**src/assert_macros.svh**
```systemverilog
`ifndef ASSERT_MACROS_SVH
`define ASSERT_MACROS_SVH

// Clocked check, quiet while arst_n is low.
`define GDA_ASSERT(lbl, prop, msg) \
	lbl: assert property (@(posedge clk) disable iff (!arst_n) (prop)) else $error(msg);

// Clocked check that a condition holds in the cycle after a trigger.
`define GDA_ASSERT_NEXT(lbl, trig, prop, msg) \
	lbl: assert property (@(posedge clk) disable iff (!arst_n) (trig) |=> (prop)) \
		else $error(msg);

`endif

```
**src/gda_pkg.sv**
```systemverilog
package gda_pkg;

	localparam int YEAR_W  = 16;
	localparam int AMT_W   = 16;
	localparam int MONTH_W = 4;
	localparam int DAY_W   = 5;
	// day + amount, and month + amount, both fit here
	localparam int ACC_W   = 17;

	localparam logic [MONTH_W:0] MONTHS_PER_YEAR = 5'd12;

	// y divisible by 25 iff (y * inverse of 25 mod 2^16) <= 65535 / 25
	localparam logic [YEAR_W-1:0] INV25     = 16'd23593;
	localparam logic [YEAR_W-1:0] DIV25_LIM = 16'd2621;

	// x / 3 == (x * ceil(2^17 / 3)) >> 17 for any x below 2^16
	localparam logic [AMT_W-1:0] INV3    = 16'd43691;
	localparam int               DIV3_SH = 17;
	localparam int               PROD_W  = ACC_W - 2 + AMT_W;

	typedef enum logic [1:0] {
		K_LOAD   = 2'd0,
		K_DAYS   = 2'd1,
		K_MONTHS = 2'd2,
		K_YEARS  = 2'd3
	} kind_t;

	typedef enum logic [2:0] {
		ST_IDLE,
		ST_WALK,
		ST_LEAP_W,
		ST_DIV,
		ST_CARRY,
		ST_YEAR,
		ST_FIN,
		ST_DONE
	} state_t;

	typedef struct packed {
		kind_t                kind;
		logic [AMT_W-1:0]     amount;
		logic [YEAR_W-1:0]    load_year;
		logic [MONTH_W-1:0]   load_month;
		logic [DAY_W-1:0]     load_day;
	} req_t;

	typedef struct packed {
		logic [YEAR_W-1:0]    year;
		logic [MONTH_W-1:0]   month;
		logic [DAY_W-1:0]     day;
		logic                 leap;
	} res_t;

	typedef struct packed {
		logic ready;
		logic done;
	} core_ctl_t;

	// months outside 1..12 count as 30 days
	function automatic logic [DAY_W-1:0] month_len(input logic [MONTH_W-1:0] month,
		input logic leap);
		logic [DAY_W-1:0] len;
		unique case (month)
			4'd1, 4'd3, 4'd5, 4'd7, 4'd8, 4'd10, 4'd12: len = 5'd31;
			4'd2: len = leap ? 5'd29 : 5'd28;
			default: len = 5'd30;
		endcase
		return len;
	endfunction

endpackage

```
**src/gda_if.sv**
```systemverilog
interface gda_in_if;
	logic        valid;
	logic        ready;
	logic [1:0]  kind;
	logic [15:0] amount;
	logic [15:0] load_year;
	logic [3:0]  load_month;
	logic [4:0]  load_day;

	modport source (output valid, kind, amount, load_year, load_month, load_day,
		input ready);
	modport sink (input valid, kind, amount, load_year, load_month, load_day,
		output ready);
endinterface

interface gda_out_if;
	logic        valid;
	logic        ready;
	logic [15:0] cur_year;
	logic [3:0]  cur_month;
	logic [4:0]  cur_day;
	logic        leap_flag;

	modport source (output valid, cur_year, cur_month, cur_day, leap_flag, input ready);
	modport sink (input valid, cur_year, cur_month, cur_day, leap_flag, output ready);
endinterface

```
**src/gda_leap.sv**
```systemverilog
module gda_leap (
	input  logic [gda_pkg::YEAR_W-1:0] year,
	output logic                       leap
);

	logic [gda_pkg::YEAR_W-1:0] prod;
	logic div4;
	logic div16;
	logic div25;

	assign prod  = year * gda_pkg::INV25;
	assign div25 = (prod <= gda_pkg::DIV25_LIM);
	assign div4  = (year[1:0] == 2'b00);
	assign div16 = (year[3:0] == 4'b0000);

	// /4 and not /100, or /400  ==  /4 and (not /25 or /16)
	assign leap = div4 && (!div25 || div16);

endmodule

```
**src/gda_core.sv**
```systemverilog
`include "assert_macros.svh"

module gda_core (
	input  logic                clk,
	input  logic                arst_n,
	input  logic                start,
	input  gda_pkg::req_t       req,
	input  logic                take,
	output gda_pkg::core_ctl_t  ctl,
	output gda_pkg::res_t       res
);

	gda_pkg::state_t state_q, state_d;

	logic [gda_pkg::YEAR_W-1:0]  year_q;
	logic [gda_pkg::MONTH_W-1:0] month_q;
	logic [gda_pkg::DAY_W-1:0]   day_q;
	logic                        leap_q;

	logic [gda_pkg::ACC_W-1:0]   acc_q;
	logic [gda_pkg::AMT_W-1:0]   addend_q;

	logic                        leap_now;
	logic [gda_pkg::DAY_W-1:0]   mlen;
	logic [gda_pkg::ACC_W-1:0]   sub_a, sub_b;
	logic [gda_pkg::ACC_W:0]     diff;
	logic                        ge, gt;
	logic [gda_pkg::PROD_W-1:0]  q_prod;
	logic [gda_pkg::AMT_W-1:0]   quo_next;
	logic [gda_pkg::ACC_W-1:0]   q_x12;
	logic [gda_pkg::MONTH_W:0]   m_inc;
	logic                        m_wrap;
	logic [gda_pkg::MONTH_W-1:0] m_next;
	logic [gda_pkg::AMT_W-1:0]   addend_sel;
	logic [gda_pkg::YEAR_W:0]    year_sum;
	logic [gda_pkg::YEAR_W-1:0]  year_sat;
	logic [gda_pkg::ACC_W-1:0]   mon_total;
	logic [gda_pkg::ACC_W-1:0]   day_total;
	logic                        mon_carry;

	gda_leap u_leap (
		.year (year_q),
		.leap (leap_now)
	);

	assign mlen = gda_pkg::month_len(month_q, leap_q);

	// shared subtract/compare: month length off the day count, or 12 * carry
	// off the dividend to leave the month
	always_comb begin
		sub_a = acc_q;
		if (state_q == gda_pkg::ST_CARRY) begin
			sub_b = q_x12;
		end else begin
			sub_b = {{(gda_pkg::ACC_W-gda_pkg::DAY_W){1'b0}}, mlen};
		end
	end

	assign diff = {1'b0, sub_a} - {1'b0, sub_b};
	assign ge   = !diff[gda_pkg::ACC_W];
	assign gt   = ge && (diff[gda_pkg::ACC_W-1:0] != '0);

	// year carry = dividend / 12 = (dividend / 4) / 3 by reciprocal multiply
	assign q_prod   = {{gda_pkg::AMT_W{1'b0}}, acc_q[gda_pkg::ACC_W-1:2]}
	                * {{(gda_pkg::ACC_W-2){1'b0}}, gda_pkg::INV3};
	assign quo_next = gda_pkg::AMT_W'(q_prod >> gda_pkg::DIV3_SH);
	assign q_x12    = {addend_q[gda_pkg::ACC_W-4:0], 3'b000}
	                + {addend_q[gda_pkg::ACC_W-3:0], 2'b00};

	// one month forward; a month up to 15 wraps at most once
	assign m_inc  = {1'b0, month_q} + 5'd1;
	assign m_wrap = (m_inc > gda_pkg::MONTHS_PER_YEAR);
	assign m_next = m_wrap ? gda_pkg::MONTH_W'(m_inc - gda_pkg::MONTHS_PER_YEAR)
	                       : m_inc[gda_pkg::MONTH_W-1:0];

	// saturating year adder
	assign addend_sel = (state_q == gda_pkg::ST_WALK) ? gda_pkg::AMT_W'(1) : addend_q;
	assign year_sum   = {1'b0, year_q} + {1'b0, addend_sel};
	assign year_sat   = year_sum[gda_pkg::YEAR_W] ? '1 : year_sum[gda_pkg::YEAR_W-1:0];

	assign mon_total = {{(gda_pkg::ACC_W-gda_pkg::MONTH_W){1'b0}}, month_q}
	                 + {1'b0, req.amount};
	assign day_total = {{(gda_pkg::ACC_W-gda_pkg::DAY_W){1'b0}}, day_q}
	                 + {1'b0, req.amount};
	assign mon_carry = (mon_total > {{(gda_pkg::ACC_W-gda_pkg::MONTH_W-1){1'b0}},
	                                 gda_pkg::MONTHS_PER_YEAR});

	always_ff @(posedge clk or negedge arst_n) begin
		if (!arst_n) begin
			state_q <= gda_pkg::ST_IDLE;
		end else begin
			state_q <= state_d;
		end
	end

	always_comb begin
		state_d = state_q;
		unique case (state_q)
			gda_pkg::ST_IDLE: begin
				if (start) begin
					unique case (req.kind)
						gda_pkg::K_LOAD:   state_d = gda_pkg::ST_FIN;
						gda_pkg::K_DAYS:   state_d = gda_pkg::ST_WALK;
						gda_pkg::K_MONTHS: state_d = mon_carry ? gda_pkg::ST_DIV
						                                       : gda_pkg::ST_FIN;
						gda_pkg::K_YEARS:  state_d = gda_pkg::ST_YEAR;
						default:           state_d = gda_pkg::ST_FIN;
					endcase
				end
			end
			gda_pkg::ST_WALK: begin
				if (!gt) begin
					state_d = gda_pkg::ST_FIN;
				end else if (m_wrap) begin
					state_d = gda_pkg::ST_LEAP_W;
				end
			end
			gda_pkg::ST_LEAP_W: state_d = gda_pkg::ST_WALK;
			gda_pkg::ST_DIV:    state_d = gda_pkg::ST_CARRY;
			gda_pkg::ST_CARRY:  state_d = gda_pkg::ST_FIN;
			gda_pkg::ST_YEAR:   state_d = gda_pkg::ST_FIN;
			gda_pkg::ST_FIN:    state_d = gda_pkg::ST_DONE;
			gda_pkg::ST_DONE: begin
				if (take) begin
					state_d = gda_pkg::ST_IDLE;
				end
			end
			default: state_d = gda_pkg::ST_IDLE;
		endcase
	end

	// date state
	always_ff @(posedge clk or negedge arst_n) begin
		if (!arst_n) begin
			year_q  <= gda_pkg::YEAR_W'(1);
			month_q <= gda_pkg::MONTH_W'(1);
			day_q   <= gda_pkg::DAY_W'(1);
			leap_q  <= 1'b0;
		end else begin
			unique case (state_q)
				gda_pkg::ST_IDLE: begin
					if (start && req.kind == gda_pkg::K_LOAD) begin
						year_q  <= req.load_year;
						month_q <= req.load_month;
						day_q   <= req.load_day;
					end else if (start && req.kind == gda_pkg::K_MONTHS && !mon_carry) begin
						month_q <= mon_total[gda_pkg::MONTH_W-1:0];
					end
				end
				gda_pkg::ST_WALK: begin
					if (gt) begin
						month_q <= m_next;
						if (m_wrap) begin
							year_q <= year_sat;
						end
					end else begin
						day_q <= acc_q[gda_pkg::DAY_W-1:0];
					end
				end
				gda_pkg::ST_LEAP_W, gda_pkg::ST_FIN: leap_q <= leap_now;
				gda_pkg::ST_CARRY: begin
					month_q <= diff[gda_pkg::MONTH_W-1:0] + gda_pkg::MONTH_W'(1);
					year_q  <= year_sat;
				end
				gda_pkg::ST_YEAR: year_q <= year_sat;
				default: ;
			endcase
		end
	end

	// working registers, loaded at the start of each beat's work and updated by the walk and the divide
	always_ff @(posedge clk) begin
		unique case (state_q)
			gda_pkg::ST_IDLE: begin
				if (start) begin
					// dividend is month + amount - 1; quotient is the year carry
					acc_q    <= (req.kind == gda_pkg::K_DAYS) ? day_total
					                                          : mon_total - gda_pkg::ACC_W'(1);
					addend_q <= req.amount;
				end
			end
			gda_pkg::ST_WALK: begin
				if (gt) begin
					acc_q <= diff[gda_pkg::ACC_W-1:0];
				end
			end
			gda_pkg::ST_DIV: addend_q <= quo_next;
			default: ;
		endcase
	end

	assign ctl.ready = (state_q == gda_pkg::ST_IDLE);
	assign ctl.done  = (state_q == gda_pkg::ST_DONE);

	assign res.year  = year_q;
	assign res.month = month_q;
	assign res.day   = day_q;
	assign res.leap  = leap_q;

	`GDA_ASSERT(a_leap_tracks_year, (state_q != gda_pkg::ST_IDLE) || (leap_q == leap_now), "leap flag out of step with year")
	`GDA_ASSERT(a_rem_below_12, (state_q != gda_pkg::ST_CARRY) || (ge && (diff[gda_pkg::ACC_W-1:0] < gda_pkg::ACC_W'(gda_pkg::MONTHS_PER_YEAR))), "divide remainder reached 12")
	`GDA_ASSERT(a_walk_exit_fits, (state_q != gda_pkg::ST_WALK) || gt || (acc_q[gda_pkg::ACC_W-1:gda_pkg::DAY_W] == '0), "day count too wide at end of walk")
	`GDA_ASSERT_NEXT(a_done_holds, (state_q == gda_pkg::ST_DONE) && !take, state_q == gda_pkg::ST_DONE, "result dropped before it was taken")

endmodule

```
**src/gregorian_date_adder.sv**
```systemverilog
// channel  dir  beat payload                                    handshake
// req      in   kind, amount, load_year, load_month, load_day   valid/ready
// rsp      out  cur_year, cur_month, cur_day, leap_flag         valid/ready
//
// One beat in flight at a time; req.ready is high only while the sequencer is idle.
// Load: FIN, DONE. Add years: YEAR, FIN, DONE. Add months: FIN, DONE, or DIV, CARRY, FIN, DONE
// with a year carry (reciprocal divide by 12). Add days: WALK over the months crossed, with
// LEAP_W at each year crossed (leap refresh), then FIN, DONE; the shared subtractor takes one
// month length per cycle outside LEAP_W. Result sits in an output register, so a stalled rsp
// only holds the core once that register is full. arst_n resets the date to 0001-01-01.
module gregorian_date_adder (
	input  logic      clk,
	input  logic      arst_n,
	gda_in_if.sink    req,
	gda_out_if.source rsp
);

	gda_pkg::req_t      req_beat;
	gda_pkg::res_t      res;
	gda_pkg::res_t      res_q;
	gda_pkg::core_ctl_t ctl;
	logic               start;
	logic               take;
	logic               out_valid_q;

	assign req_beat.kind       = gda_pkg::kind_t'(req.kind);
	assign req_beat.amount     = req.amount;
	assign req_beat.load_year  = req.load_year;
	assign req_beat.load_month = req.load_month;
	assign req_beat.load_day   = req.load_day;

	assign req.ready = ctl.ready;
	assign start     = req.valid && ctl.ready;
	assign take      = ctl.done && (!out_valid_q || rsp.ready);

	gda_core u_core (
		.clk    (clk),
		.arst_n (arst_n),
		.start  (start),
		.req    (req_beat),
		.take   (take),
		.ctl    (ctl),
		.res    (res)
	);

	always_ff @(posedge clk or negedge arst_n) begin
		if (!arst_n) begin
			out_valid_q <= 1'b0;
		end else if (take) begin
			out_valid_q <= 1'b1;
		end else if (rsp.ready) begin
			out_valid_q <= 1'b0;
		end
	end

	always_ff @(posedge clk) begin
		if (take) begin
			res_q <= res;
		end
	end

	assign rsp.valid     = out_valid_q;
	assign rsp.cur_year  = res_q.year;
	assign rsp.cur_month = res_q.month;
	assign rsp.cur_day   = res_q.day;
	assign rsp.leap_flag = res_q.leap;

endmodule
```
**src/flat_wrapper.sv**
```systemverilog
// flat-port wrapper written by rule: the top's interface ports become plain ports
module gregorian_date_adder_flat 
  (clk, arst_n, req_valid, req_kind, req_amount, req_load_year, req_load_month, req_load_day, req_ready, rsp_valid, rsp_cur_year, rsp_cur_month, rsp_cur_day, rsp_leap_flag, rsp_ready);
  gda_in_if req_i ();
  gda_out_if rsp_i ();
  input  logic clk;
  input  logic arst_n;
  input wire logic [$bits(req_i.valid)-1:0] req_valid;
  input wire logic [$bits(req_i.kind)-1:0] req_kind;
  input wire logic [$bits(req_i.amount)-1:0] req_amount;
  input wire logic [$bits(req_i.load_year)-1:0] req_load_year;
  input wire logic [$bits(req_i.load_month)-1:0] req_load_month;
  input wire logic [$bits(req_i.load_day)-1:0] req_load_day;
  output wire logic [$bits(req_i.ready)-1:0] req_ready;
  output wire logic [$bits(rsp_i.valid)-1:0] rsp_valid;
  output wire logic [$bits(rsp_i.cur_year)-1:0] rsp_cur_year;
  output wire logic [$bits(rsp_i.cur_month)-1:0] rsp_cur_month;
  output wire logic [$bits(rsp_i.cur_day)-1:0] rsp_cur_day;
  output wire logic [$bits(rsp_i.leap_flag)-1:0] rsp_leap_flag;
  input wire logic [$bits(rsp_i.ready)-1:0] rsp_ready;
  assign req_i.valid = req_valid;
  assign req_i.kind = req_kind;
  assign req_i.amount = req_amount;
  assign req_i.load_year = req_load_year;
  assign req_i.load_month = req_load_month;
  assign req_i.load_day = req_load_day;
  assign req_ready = req_i.ready;
  assign rsp_valid = rsp_i.valid;
  assign rsp_cur_year = rsp_i.cur_year;
  assign rsp_cur_month = rsp_i.cur_month;
  assign rsp_cur_day = rsp_i.cur_day;
  assign rsp_leap_flag = rsp_i.leap_flag;
  assign rsp_i.ready = rsp_ready;
  gregorian_date_adder u_core (.clk(clk), .arst_n(arst_n), .req(req_i), .rsp(rsp_i));
endmodule
```
**config.mk**
```make
export PLATFORM = sky130hd
export DESIGN_NAME = gregorian_date_adder_flat
export DESIGN_NICKNAME = d
export VERILOG_FILES = /design/src/gda_pkg.sv /design/src/gda_if.sv /design/src/gda_leap.sv /design/src/gda_core.sv /design/src/gregorian_date_adder.sv /design/src/flat_wrapper.sv
export VERILOG_INCLUDE_DIRS = /design/src /design/src/src
export SDC_FILE = /design/constraint.sdc
export NUM_CORES = 1
export LEC_CHECK = 0
export ABC_CLOCK_PERIOD_IN_PS = 8520
export BUFFER_PORTS_ARGS = -buffer_cell sky130_fd_sc_hd__buf_2
export CAP_MARGIN = 0
export CORE_ASPECT_RATIO = 0.5
export CORE_MARGIN = 10
export CORE_UTILIZATION = 43
export CTS_CLUSTER_DIAMETER = 40
export CTS_CLUSTER_SIZE = 40
export DETAILED_ROUTE_END_ITERATION = 8
export PLACE_DENSITY = 0.69
export RECOVER_POWER = 100
export SETUP_SLACK_MARGIN = 0.02
export SLEW_MARGIN = 20
export SYNTH_ARGS = -nofsm -noshare
export SYNTH_HDL_FRONTEND = slang
export SYNTH_SLANG_ARGS = --single-unit
```
**constraint.sdc**
```tcl
create_clock -name clk -period 8.52 [get_ports clk]
set_input_delay 0.426 -clock clk [delete_from_list [all_inputs] [get_ports clk]]
set_output_delay 0.426 -clock clk [all_outputs]
set_load 0.01 [all_outputs]
```
==> results_dict.tcl, run 1 <==
set metrics [dict create \
    grt_pass1_wl_microns 51120 \
    start_util_pct 43.70 \
    worstReg2RegEnd "u_core.u_core.year_q[15]" \
    cts_resized 0 \
    crit-reg2reg-launch "u_core.u_core.addend_q[1]" \
    setup_tns_ps 0 \
    dp_slack_ps 1939 \
    fmaxAchievable_ghz 0.1431 \
    hold_violations 0 \
    cts_hold_repair.buffers 0 \
    clk_transition_reported_paths_ps 70 \
    die_x_microns 263.1 \
    grt_use_total_pct 16.82 \
    rsz0062_at_grt "false" \
    regToRegSetupSlack_ps 1530 \
    dpl.hpwl_microns 26500 \
    synthSimpleGateAreaFrac_pct 11.89 \
    synth_edf_count 59 \
    max_slew.worst_pin.slew_ps 2083 \
    max_stage_delay_ps 1620 \
    io_buffer_count 74 \
    cts_tree "built" \
    drive_gt1_share_pct 5.028 \
    ys_seq_area_share_pct 19.89 \
    maxCapViolations 2 \
    numClockSinks 89 \
    fin_ws_ps 1534 \
    post_cts_buffers 0 \
    violations "max-capacitance violations, max-slew violations" \
    rr_worst_depth 22 \
    wirelength_microns 31570 \
    drtIter0Drc 700 \
    worst_setup_path_end_kind "flip-flop" \
    cts-root-buf "clkbuf_16" \
    area_growth_pct 7.624 \
    syn_area_sq_mm 0.01270 \
    synth.area.top_cells "ha_1, edfxtp_1, fa_1, inv_1, dfrtp_1" \
    synthCells 1388 \
    grt_max_degree 36 \
    relSlewSlack_pct -39.48 \
    cp_common_cell "a21oi_1" \
    clk_latency_ps 360 \
    arrival_ps 7230 \
    gp_congestion 0.8985 \
    cp.depth 22 \
    drt-vias-per-instance 5.377 \
    clockBufferDepth 2 \
    drv_slew 48 \
    fillCellCount 2765 \
    die_area_sq_mm 0.03723 \
    post_drt_wl_per_cell_microns 17.13 \
    dieHeight_microns 141.5 \
    first_pass_iters 5 \
    dpl_cell_area_sq_mm 0.01348 \
    final_nets 1810 \
    setup_viol 0 \
    synthFlopType "edfxtp_1" \
    num_vias 9910 \
    synth_compound_gate_area_share_pct 14.80 \
    insertedDiodeCount 0 \
    hold_path.class "in2reg" \
    ant_nets 0 \
    critPathBufInv 0 \
    synth_top_cell_by_area "ha_1" \
    synth_top_family_by_area "adder cells" \
    overflow 0 \
    ys_types 74 \
    ys_async_sr_fraction_pct 33.71 \
    synth_common_cells "ha_1, inv_1, fa_1, nand2_1, a21oi_1" \
    antenna_found_initial 0 \
    synthXorXnorAreaFrac_pct 6.964 \
    ioPinCount 75 \
    syn-mean-instance-area_sq_um 9.151 \
    cp_cell_sequence "ha_1 -> fa_1 -> a21o_1 -> a21oi_1 -> o21bai_1 -> a21oi_1 -> nor2_1 -> o21a_1 -> o31a_1 -> nor2_1 -> xnor2_1 -> nand2_1 -> ha_1 -> a21oi_1 -> nand4_1 -> o21ai_0 -> o22ai_1 -> a31oi_1 -> nor4bb_1 -> a311oi_1 -> o211ai_1 -> mux2_1" \
    synthesis.nets 1751 \
    crit_fanout 16 \
    synth_seq_cells 89 \
    critPathTopFamily "compound AO/OA/AOI/OAI gates" \
    grt_pass1_vias 9852 \
    yosys_warnings 0 \
    cp_data_required_time_ps 8760 \
    cts_made_buffers 9 \
    synth_top_area_share_pct 22.66 \
    run_status "finished, violations left" \
    drc 0 \
    period_share_pct 82.00 \
    final_cell_area_sq_mm 0.01367 \
    synth.most_common_cell "ha_1" \
    crit_start "u_core.u_core.addend_q[1]" \
    skew_ps 9.966 \
    crit_type "reg2reg" \
    min_period_ps 6986 \
    htreeDepth 3 \
    endpoint "u_core.u_core.year_q[15]" \
    synthMuxAreaShare_pct 2.394 \
    startpoint_type "flip-flop" \
    critPathSlowestCell "o211ai_1" \
    synth_fa_ha_area_share_pct 36.21 \
    core_sq_mm 0.02907 \
    rows 44 \
]
-- tightest hold or removal path, delay by kind of cell --
family        cells  cell delay, ps
buf+inv           1              70
simple gates      2             200
-- layout make-up --
class	count	area [sq um]	share of cell area, %
inverter	229	859.6	6.288
sequential	89	2526	18.48
clock buffer	10	239.0	1.748
timing repair buffer	81	379.1	2.773
tap	391	489.2	3.579
clock inverter	6	57.56	0.4210
multi-input combinational	1037	9120	66.71
-- layout by cell type (no fill, tap or decap), types with 31 or more instances in the layout --
master / count
a21oi_1: 82
buf_2: 45
clkbuf_1: 31
edfxtp_1: 59
fa_1: 86
ha_1: 230
inv_1: 228
nand2_1: 86
nor2_1: 69
o21ai_0: 51
xnor2_1: 59
xor2_1: 42
-- routing by layer --
metal / part of all wire (%) / track usage (%) / wire length (microns) / vias to the layer above
met5: 0 / 0 / 0 / -
met4: 1.9 / 4.182 / 608 / 0
met3: 6.7 / 3.114 / 2106 / 35
met2: 45 / 27.13 / 14220 / 232
met1: 46 / 22.89 / 14630 / 4744
li1: - / - / - / 4899
-- worst min-delay path by stage --
| stage | depth (start not counted) | start | end | slack, ps |
|---|---|---|---|---|
| after global placement | 0 | u_core.u_core.day_q[2] | u_core.rsp.cur_day[2] | 500 |
| final | 3 | rsp_ready | u_core.rsp.valid | 380 |
| after CTS | 1 | arst_n | u_core.u_core.month_q[3] | 140 |
| after global routing | 3 | rsp_ready | u_core.rsp.valid | 390 |
| after floorplan | 0 | arst_n | u_core.rsp.valid | 130 |
| after detailed placement | 0 | u_core.u_core.leap_q | u_core.rsp.leap_flag | 500 |
-- registers in the layout, indices dropped and copies added (netlist names) --
| name | count |
|---|---|
| u_core.u_core.acc_q | 17 |
| u_core.rsp.cur_year | 16 |
| u_core.u_core.addend_q | 16 |
| u_core.u_core.year_q | 16 |
| u_core.rsp.cur_day | 5 |
| u_core.u_core.day_q | 5 |
| u_core.rsp.cur_month | 4 |
| u_core.u_core.month_q | 4 |
| u_core.u_core.state_q | 3 |
| u_core.rsp.leap_flag | 1 |
| u_core.rsp.valid | 1 |
| u_core.u_core.leap_q | 1 |
-- stage by stage --
stage / hold slack [ps] / util [%] / instances
floorplan: 130.4 / - / 1388
global placement: 497.3 / 46.38 / 1827
detailed placement: 499.7 / 46.38 / 1827
CTS: 138.7 / 47.40 / 1843
global route: 386.8 / 47.03 / 1843
finish: 377.1 / 47.03 / 1843
-- cell families after synthesis --
group,count (synthesis)
buf+inv,262
simple gates,304
mux,30
xor+xnor,101
fa+ha+maj,316
flops,89
compound gates,286
Power of run 1 is left out: the tool's default activity adds up to more than one toggle a clock period on the data nets, which glitch-free logic cannot reach.
==> run 2: changes to the inputs <==
--- a/config.mk
+++ b/config.mk
@@ -6,7 +6,7 @@
 export SDC_FILE = /design/constraint.sdc
 export NUM_CORES = 1
 export LEC_CHECK = 0
-export ABC_CLOCK_PERIOD_IN_PS = 8520
+export ABC_CLOCK_PERIOD_IN_PS = 6650
 export BUFFER_PORTS_ARGS = -buffer_cell sky130_fd_sc_hd__buf_2
 export CAP_MARGIN = 0
 export CORE_ASPECT_RATIO = 0.5
==> constraint.sdc (replaced) <==
create_clock -name clk -period 6.65 [get_ports clk]
set_input_delay 0.3325 -clock clk [delete_from_list [all_inputs] [get_ports clk]]
set_output_delay 0.3325 -clock clk [all_outputs]
set_load 0.01 [all_outputs]
==> results_dict.tcl, run 2 (synthesis results as in run 1) <==
set metrics [dict create \
    crit-reg2reg-launch "u_core.u_core.acc_q[11]" \
    rsz0062_at_grt "false" \
    fin_ws_ps 368.8 \
    crit_type "reg2reg" \
    rr_worst_depth 21 \
    core_sq_mm 0.02907 \
    grt_max_degree 32 \
    clk_transition_reported_paths_ps 70 \
    violations "max-capacitance violations, max-slew violations" \
    grt_pass1_wl_microns 51410 \
    max_stage_delay_ps 550 \
    maxCapViolations 1 \
    rows 44 \
    overflow 0 \
    run_status "finished, violations left" \
    regMostFlops "u_core.u_core.acc_q" \
    drive_gt1_share_pct 5.955 \
    largest_reg_flops 17 \
    wirelength_microns 31720 \
    ioPinCount 75 \
    period_share_pct 94.45 \
    numClockSinks 89 \
    die_area_sq_mm 0.03723 \
    startpoint_type "flip-flop" \
    regToRegSetupSlack_ps 370 \
    drtIter0Drc 942 \
    post_drt_wl_per_cell_microns 17.12 \
    cp.depth 21 \
    post-route-util_pct 47.42 \
    insertedDiodeCount 0 \
    dp_slack_ps 155.9 \
    gp_congestion 0.9685 \
    setup_viol 0 \
    first_pass_iters 9 \
    final_common_cell "ha_1" \
    cts_made_buffers 9 \
    min_period_ps 6281 \
    drt-vias-per-instance 5.409 \
    max_slew.worst_pin.slew_ps 1753 \
    clk_latency_ps 360 \
    hold_end "u_core.u_core.year_q[5]" \
    num_vias 10020 \
    drv_slew 31 \
    crit_fanout 4 \
    hold-path-cell-count 3 \
    grt_use_total_pct 16.96 \
    antenna_found_initial 0 \
    post_cts_buffers 0 \
    cts-root-buf "clkbuf_16" \
    drc 0 \
    hold_violations 0 \
    arrival_ps 6340 \
    holdWs_ps 289.3 \
    final_nets 1819 \
    cp_data_required_time_ps 6710 \
    critPathSlowestCell "fa_1" \
    fmaxAchievable_ghz 0.1592 \
    grt_pass1_vias 9715 \
    relSlewSlack_pct -16.85 \
    critPathTopFamily "adder cells" \
    io_buffer_count 74 \
    clockBufferDepth 2 \
    cp_cell_sequence "ha_1 -> inv_1 -> fa_2 -> fa_1 -> inv_1 -> fa_1 -> inv_1 -> fa_1 -> inv_1 -> fa_1 -> ha_1 -> nand4_1 -> nor2_1 -> a2111oi_2 -> a211oi_1 -> a21o_1 -> a41o_1 -> a211o_1 -> o31ai_2 -> xnor2_1 -> o21ai_0" \
    layout_common_cells "ha_1, inv_1, nand2_1, fa_1, a21oi_1" \
    die_x_microns 263.1 \
    critPathBufInv 4 \
    setup_tns_ps 0 \
    cts_tree "built" \
    worstReg2RegEnd "u_core.u_core.addend_q[13]" \
    worst_setup_path_end_kind "flip-flop" \
    ant_nets 0 \
    hold_path.class "in2reg" \
    start_util_pct 43.70 \
    hold_start "req_load_year[5]" \
    htreeDepth 3 \
    skew_ps 12.13 \
    area_growth_pct 8.521 \
    dieHeight_microns 141.5 \
    dpl.hpwl_microns 26630 \
    fillCellCount 2778 \
]
-- run 2: routing by layer --
layer	wire length [microns]	vias up	part of all wire [%]	global-route usage, %
li1	-	4933	-	-
met1	14890	4788	47	23.43
met2	14390	264	45	27.43
met4	597	0	1.9	4.152
met3	1832	32	5.8	2.512
met5	0	-	0	0
-- run 2: stage by stage --
stage               cell area [sq um]  std cells
floorplan                       12700       1388
global placement                13550       1836
detailed placement              13550       1836
CTS                             13860       1852
global route                    13780       1852
finish                          13780       1852
-- run 2: final cells by class --
| type | instances | area (sq um) | share of cell area (%) |
|---|---|---|---|
| Multi-Input combinational cell | 1037 | 9148 | 66.36 |
| Clock buffer | 11 | 252.7 | 1.834 |
| Tap cell | 391 | 489.2 | 3.549 |
| Sequential cell | 89 | 2526 | 18.33 |
| Timing Repair Buffer | 90 | 447.9 | 3.250 |
| Inverter | 229 | 859.6 | 6.236 |
| Clock inverter | 5 | 61.31 | 0.4448 |
-- run 2: worst register-to-register path, cell delays in order, from the launching register on --
cell and delay [ps]:
edfxtp_1 380, ha_1 330, inv_1 130, fa_2 500, fa_1 550, inv_1 60, fa_1 530, inv_1 60
fa_1 530, inv_1 50, fa_1 470, ha_1 350, nand4_1 120, nor2_1 80, a2111oi_2 370, a211oi_1 170
a21o_1 250, a41o_1 290, a211o_1 320, o31ai_2 220, xnor2_1 140, o21ai_0 100
-- run 2: worst max-delay path by stage --
stage / start / endpoint / slack, ps
after floorplan: u_core.u_core.acc_q[13] / u_core.u_core.addend_q[13] / 490
after global placement: u_core.u_core.acc_q[11] / u_core.u_core.addend_q[13] / 250
after detailed placement: u_core.u_core.acc_q[11] / u_core.u_core.addend_q[13] / 160
after CTS: u_core.u_core.acc_q[11] / u_core.u_core.addend_q[13] / 140
after global routing: u_core.u_core.acc_q[11] / u_core.u_core.addend_q[13] / 60
final: u_core.u_core.acc_q[11] / u_core.u_core.addend_q[13] / 370
-- run 2: timing repair --
action,4_1_cts,5_1_grt
endpoints found under the setup margin,0,2
hold buffers,0,0
resized for setup,0,5
Power of run 2 is left out for the same reason.
